--- src/hw/rtl/ssi_pkg.sv ---
package ssi_pkg;

  localparam int unsigned ListDepthDefault = 1024;
  localparam int unsigned ValueW           = 32;
  localparam int unsigned CountW           = 11;
  localparam int unsigned QueueDepth       = 2;

  localparam logic [CountW-1:0] CountMax = '1;

  typedef enum logic {
    CmdLoad  = 1'b0,
    CmdProbe = 1'b1
  } cmd_e;

  typedef struct packed {
    cmd_e              cmd;
    logic [ValueW-1:0] value;
    logic              last;
  } item_t;

endpackage

--- src/hw/rtl/ssi_if.sv ---
interface ssi_in_if import ssi_pkg::*; ();
  logic              valid;
  logic              ready;
  logic              operation;
  logic [ValueW-1:0] value;
  logic              last;

  modport source (output valid, output operation, output value, output last, input ready);
  modport sink   (input valid, input operation, input value, input last, output ready);
endinterface


--- src/hw/rtl/ssi_front.sv ---
module ssi_front import ssi_pkg::*; (
  input  logic  clk_i,
  input  logic  rst_ni,
  ssi_in_if.sink in_i,
  output logic  pop_valid_o,
  input  logic  pop_ready_i,
  output item_t pop_item_o
);

  localparam int unsigned QIdxW = (QueueDepth > 1) ? $clog2(QueueDepth) : 1;
  localparam int unsigned QCntW = $clog2(QueueDepth + 1);
  localparam logic [QCntW-1:0] QFull = QCntW'(QueueDepth);
  localparam logic [QIdxW-1:0] QLast = QIdxW'(QueueDepth - 1);

  item_t            entry_q [QueueDepth];
  logic [QIdxW-1:0] wr_q, wr_d, rd_q, rd_d;
  logic [QCntW-1:0] cnt_q, cnt_d;
  logic             push, pop;
  item_t            beat;

  always_comb begin
    beat.cmd   = in_i.operation ? CmdProbe : CmdLoad;
    beat.value = in_i.value;
    beat.last  = in_i.last;
  end

  assign in_i.ready  = (cnt_q != QFull);
  assign pop_valid_o = (cnt_q != '0);
  assign pop_item_o  = entry_q[rd_q];
  assign push        = in_i.valid && in_i.ready;
  assign pop         = pop_valid_o && pop_ready_i;

  always_comb begin
    wr_d  = wr_q;
    rd_d  = rd_q;
    cnt_d = cnt_q;
    if (push) begin
      wr_d = (wr_q == QLast) ? '0 : wr_q + 1'b1;
    end
    if (pop) begin
      rd_d = (rd_q == QLast) ? '0 : rd_q + 1'b1;
    end
    if (push && !pop) begin
      cnt_d = cnt_q + 1'b1;
    end else if (pop && !push) begin
      cnt_d = cnt_q - 1'b1;
    end
  end

  always_ff @(posedge clk_i or negedge rst_ni) begin
    if (!rst_ni) begin
      wr_q  <= '0;
      rd_q  <= '0;
      cnt_q <= '0;
    end else begin
      wr_q  <= wr_d;
      rd_q  <= rd_d;
      cnt_q <= cnt_d;
    end
  end

  always_ff @(posedge clk_i) begin
    if (push) begin
      entry_q[wr_q] <= beat;
    end
  end

endmodule

--- src/flat_wrapper.sv ---
// flat-port wrapper written by rule: the top's interface ports become plain ports
module ssi_front_flat import ssi_pkg::*;
  (clk_i, rst_ni, pop_valid_o, pop_ready_i, pop_item_o, in_i_valid, in_i_operation, in_i_value, in_i_last, in_i_ready);
  ssi_in_if in_i_i ();
  input  logic clk_i;
  input  logic rst_ni;
  output logic pop_valid_o;
  input  logic pop_ready_i;
  output item_t pop_item_o;
  input wire logic [$bits(in_i_i.valid)-1:0] in_i_valid;
  input wire logic [$bits(in_i_i.operation)-1:0] in_i_operation;
  input wire logic [$bits(in_i_i.value)-1:0] in_i_value;
  input wire logic [$bits(in_i_i.last)-1:0] in_i_last;
  output wire logic [$bits(in_i_i.ready)-1:0] in_i_ready;
  assign in_i_i.valid = in_i_valid;
  assign in_i_i.operation = in_i_operation;
  assign in_i_i.value = in_i_value;
  assign in_i_i.last = in_i_last;
  assign in_i_ready = in_i_i.ready;
  ssi_front u_core (.clk_i(clk_i), .rst_ni(rst_ni), .in_i(in_i_i), .pop_valid_o(pop_valid_o), .pop_ready_i(pop_ready_i), .pop_item_o(pop_item_o));
endmodule
--- config.mk ---
export PLATFORM = sky130hd
export DESIGN_NAME = ssi_front_flat
export DESIGN_NICKNAME = d
export VERILOG_FILES = /design/src/hw/rtl/ssi_pkg.sv /design/src/hw/rtl/ssi_if.sv /design/src/hw/rtl/ssi_front.sv /design/src/flat_wrapper.sv
export SDC_FILE = /design/constraint.sdc
export NUM_CORES = 1
export LEC_CHECK = 0
export BUFFER_PORTS_ARGS = -buffer_cell sky130_fd_sc_hd__buf_4
export CORE_MARGIN = 2
export CORE_UTILIZATION = 40
export CTS_CLUSTER_SIZE = 8
export DETAILED_ROUTE_END_ITERATION = 10
export PLACE_DENSITY = 0.63
export SYNTH_ARGS = -nofsm -noshare
export SYNTH_HDL_FRONTEND = slang
export SYNTH_SLANG_ARGS = --single-unit
--- constraint.sdc ---
create_clock -name clk_i -period 3 [get_ports clk_i]
set_input_delay 0.6 -clock clk_i [delete_from_list [all_inputs] [get_ports clk_i]]
set_output_delay 0.6 -clock clk_i [all_outputs]
set_load 0.05 [all_outputs]
==> Yosys cells after proc, flatten, opt, wreduce, memory -nomap -nowiden <==
Memory sizes are Yosys's and may differ from the RTL's.
Index checks and enable logic that the tools add are counted.
Widths: inputs -> output; s select.
{ "word_totals": {"register_bits": 4, "ramBits": 68, "input_bits": 38, "output_inout_bits": 36, "n_memories": 1} }
{ "op_classes": {"n_addsub": 4, "n_eq_ne": 1, "n_mux": 7, "n_reduce_logical": 8} }
{ "memory_table": {"columns": ["memory", "words", "word_bits", "rd", "rd_ports_with_merged_regs", "write_ports", "line", "source"], "rows": [
  ["u_core.entry_q", 2, 34, 1, 0, 1, "ssi_front.sv:15", "item_t entry_q [QueueDepth];"]
]} }
{ "ops": {"columns": ["op", "count"], "rows": [
  ["$mux 1", 5],
  ["$logic_and 1x1->1", 4],
  ["$mux 2", 2],
  ["$reduce_bool 2->1", 2],
  ["$add 1x1->1 const B", 2],
  ["$add 2x1->2 const B", 1],
  ["$logic_not 1->1", 2],
  ["$ne 2x2->1 const B", 1],
  ["$sub 2x1->2 const B", 1]
]} }

==> Logic depth before layout (Yosys ltp) <==
{ "depth": {"word_depth": 6, "ltp_mapped": 7} }

==> Least setup slack after synthesis <==
OpenSTA, ideal clock, no wires.
{ "synth_path": {"kind": "reg2reg", "start": "register u_core.cnt_q[0]", "end": "memory u_core.entry_q[0][0] in the netlist's numbering, enable pin", "setup_ns": 0.425, "arrival_time_ns": 2.508, "required_ns": 2.575, "slack_ns": 0.067, "path_stages_with_launch": 4, "path_buffers": 0, "synth_period_minus_slack_ns": 2.933, "cell_sequence": "dfrtp_1 -> nand2b_1 -> nand2_1 -> nor2_1"} }
{ "synth_between": {"elab_chain_len": 4} }
{ "synth_rtl": {"columns": ["item", "line", "source"], "rows": [
  ["from (decl)", "ssi_front.sv:17", "logic [QCntW-1:0] cnt_q, cnt_d;"],
  ["from (signal assigned)", "ssi_front.sv:58", "cnt_q <= cnt_d;"],
  ["$ne 2x2->1", "ssi_front.sv:27", "assign in_i.ready = (cnt_q != QFull);"],
  ["named net in_i_ready", "flat_wrapper.sv:14", "output wire logic [$bits(in_i_i.ready)-1:0] in_i_ready;"],
  ["$logic_and 1x1->1", "ssi_front.sv:30", "assign push = in_i.valid && in_i.ready;"],
  ["$mux 1", "ssi_front.sv:63", "if (push) begin"],
  ["$mux 1 (not written as such)", "ssi_front.sv:64", "entry_q[wr_q] <= beat;"],
  ["to (decl)", "ssi_front.sv:15", null]
]} }
The timed path passes the listed nets, and every way through them passes these cells.

==> flow_metrics.env <==
export IMPL_viasPerCell=4.32
export IMPL_root_buffer="clkbuf_8"
export IMPL_htreeDepth=3
export IMPL_postRouteAntennaNets=0
export IMPL_fin_skew_ns=0.00561
export IMPL_wl_per_cell_um=15.1
export IMPL_cts_hold_buf=0
export IMPL_worstSetupPathType="flip-flop to output port"
export IMPL_first_global_vias=1455
export IMPL_final_nets=245
export IMPL_port_buffers=73
export IMPL_postCtsSetupBuffers=0
export IMPL_finalWirelength_um=4650
export IMPL_p_leak_nw=1.45
export IMPL_start_util_pct=41.2
export IMPL_status="complete, no violations"
export IMPL_synth_top_area_cell="edfxtp_1"
export IMPL_synth_nets=163
export IMPL_dieArea_um2=7680
export IMPL_yosys_top_cells_area="edfxtp_1 73%, mux2_4 16%, dfrtp_1 3.6%"
export IMPL_seq_area_frac_synth_pct=76.5
export IMPL_rows=30
export IMPL_path_max_fanout=21
export IMPL_fin_crit_sh_pct=81.6
export IMPL_antenna_found_initial=0
export IMPL_grt_pass1_wl_um=7130
export IMPL_syn2layout_area_growth_pct=30.5
export IMPL_grt_usage_pct=12.9
export IMPL_rsz0062_at_grt="no"
export IMPL_stdcell_count=307
export IMPL_fmax_ghz=0.409
export IMPL_synth_common_cells="68 x edfxtp_1, 29 x mux2_4, 5 x mux2_2, 4 x dfrtp_1"
export IMPL_peakVddDrop_mv=0.746
export IMPL_maxCapViolCount=0
export IMPL_crit_arrival_ns=1.85
export IMPL_finalSetupViolations=0
export IMPL_core_area_um2=6790
export IMPL_drt_initial_drc_count=63
export IMPL_synth_async_reset_ratio_pct=5.56
export IMPL_worstHoldPathType="primary input to asynchronous set/reset pin"
export IMPL_fin_hold_ws_ns=0.0501
export IMPL_clk_pin_slew_ns=0.07
export IMPL_power_density_nw_per_um2=1160
export IMPL_die_width_um=87.7
export IMPL_max_clock_path_buffers=2
export IMPL_dp_cells=291
export IMPL_cp_slowest_cell="dfrtp_2"
export IMPL_setup_tns_ns=0
export IMPL_start_kind="flip-flop"
export IMPL_tightest_slew_ns=0.795
export IMPL_cts_sinks=72
export IMPL_io_pins=74
export IMPL_syn_area_um2=2800
export IMPL_fin_crit_ns=2.45
export IMPL_synth_ff_type="edfxtp_1"
export IMPL_hold_viol_final=0
export IMPL_drive_above_1_share_pct=60.2
export IMPL_dp_hpwl_um=3170
export IMPL_cts_resized=0
export IMPL_ys_types=15
export IMPL_vias=1327
export IMPL_ys_ff_latch=72
export IMPL_synth_edff_count=68
export IMPL_slew_viol_final=0
export IMPL_grt_max_degree=35
export IMPL_synth_top_area_share_pct=73.0
export IMPL_gp_congestion=0.701
export IMPL_clock_latency_ns=0.33
export IMPL_p_total_mw=4.23
export IMPL_dieHeight_um=87.7
export IMPL_cp_top_family="flip-flops"
export IMPL_syn_inst=124
export IMPL_finalWorstSetupSlack_ns=0.553
export IMPL_worst_path_buf_inv=2
export IMPL_yosys_warnings=0
export IMPL_path_cells="buf_12 > mux2_2 > buf_4"
export IMPL_diodes=0
export IMPL_cts_tree="done"
export IMPL_maxSlewHeadroom_pct=47.0
export IMPL_slowest_delay_ns=0.69
export IMPL_avgSynthCellArea_um2=22.6
export IMPL_drt_pass1_iter_count=4
export IMPL_end_kind="output port"
export IMPL_required_ns=2.40
export IMPL_numCtsBuffers=9
export IMPL_yosysMostFrequentCell="edfxtp_1"
export IMPL_drc=0
export IMPL_place_ws_ns=0.906
export IMPL_grt_overflow_total=0
==> state kept, by name, summed over array words and instances, names as in the netlist <==
| name | count |
|---|---|
| u_core.rd_q | 1 |
| u_core.wr_q | 1 |
| u_core.cnt_q | 2 |
| u_core.entry_q | 68 |
==> area by class of cell <==
type,count,area [um^2]
Fill cell,553,3140
Clock buffer,10,128
Tap cell,96,120
Inverter,1,3.75
Timing Repair Buffer,75,576
Multi-Input combinational cell,47,591
Sequential cell,72,2140
Clock inverter,6,92.6
==> cells by family (layout without fill, tap and decap cells) <==
family,count (synthesis),count (layout),synth area share (%)
xor gates and xnor gates,5,5,1.56
adders and majority gates,1,1,0.447
buffers and inverters,5,92,2.68
DFF,72,72,76.5
muxes,34,34,17.6
and+or+nand+nor,7,7,1.21
==> report_power, final <==
group / total, mW / internal [mW] / leakage, nW / switching, mW
Sequential: 1.51 / 1.38 / 0.677 / 0.130
Clock: 0.823 / 0.472 / 0.103 / 0.350
Combinational: 1.89 / 0.710 / 0.673 / 1.18
Total: 4.23 / 2.56 / 1.45 / 1.66
==> metrics by stage <==
step | area (um^2) | util, %
finish | 3650 | 53.8
global route | 3650 | 53.8
CTS | 3650 | 53.8
detailed placement | 3430 | 50.5
global placement | 3430 | 50.5
floorplan | 2800 | -
==> routing by layer <==
metal	vias to the layer above	routed length [um]	track usage [%]
met3	9	350	4.43
met4	0	70	6.29
met2	54	2250	21.1
met5	-	0	0
met1	624	1970	15.2
li1	640	-	-
==> worst paths after layout <==
| check | slack (ns) | start | endpoint | depth (start not counted) |
|---|---|---|---|---|
| worst min register to register | 0.49 | u_core.cnt_q[1] | u_core.cnt_q[1] | 1 |
| worst max register to register | 1.29 | u_core.cnt_q[0] | u_core.entry_q[1][29] | 2 |
| min in group clk_i | 0.45 | in_i_value[6] | u_core.entry_q[0][7] | 1 |
| worst max-delay path | 0.55 | u_core.rd_q | pop_item_o[14] | 3 |
| worst min-delay path | 0.05 | rst_ni | u_core.cnt_q[1] | 1 |
| max in group asynchronous | 2.84 | rst_ni | u_core.rd_q | 1 |
==> worst reg2reg max path, stage by stage, from the launching register on <==
cell and delay [ns]:
dfrtp_1 0.42, nand2b_1 0.18, and3_2 0.73
==> cells in the final DEF, fill, tap and decap left out, types with 2 or more instances in the layout <==
master / n
edfxtp_1: 68
clkinvlp_4: 2
nand2_1: 2
xnor2_1: 3
mux2_2: 5
clkbuf_8: 9
mux2_4: 29
xor2_1: 2
buf_4: 74
bufinv_16: 2
dfrtp_1: 3
Note: power is estimated with default switching activity, not from simulation.
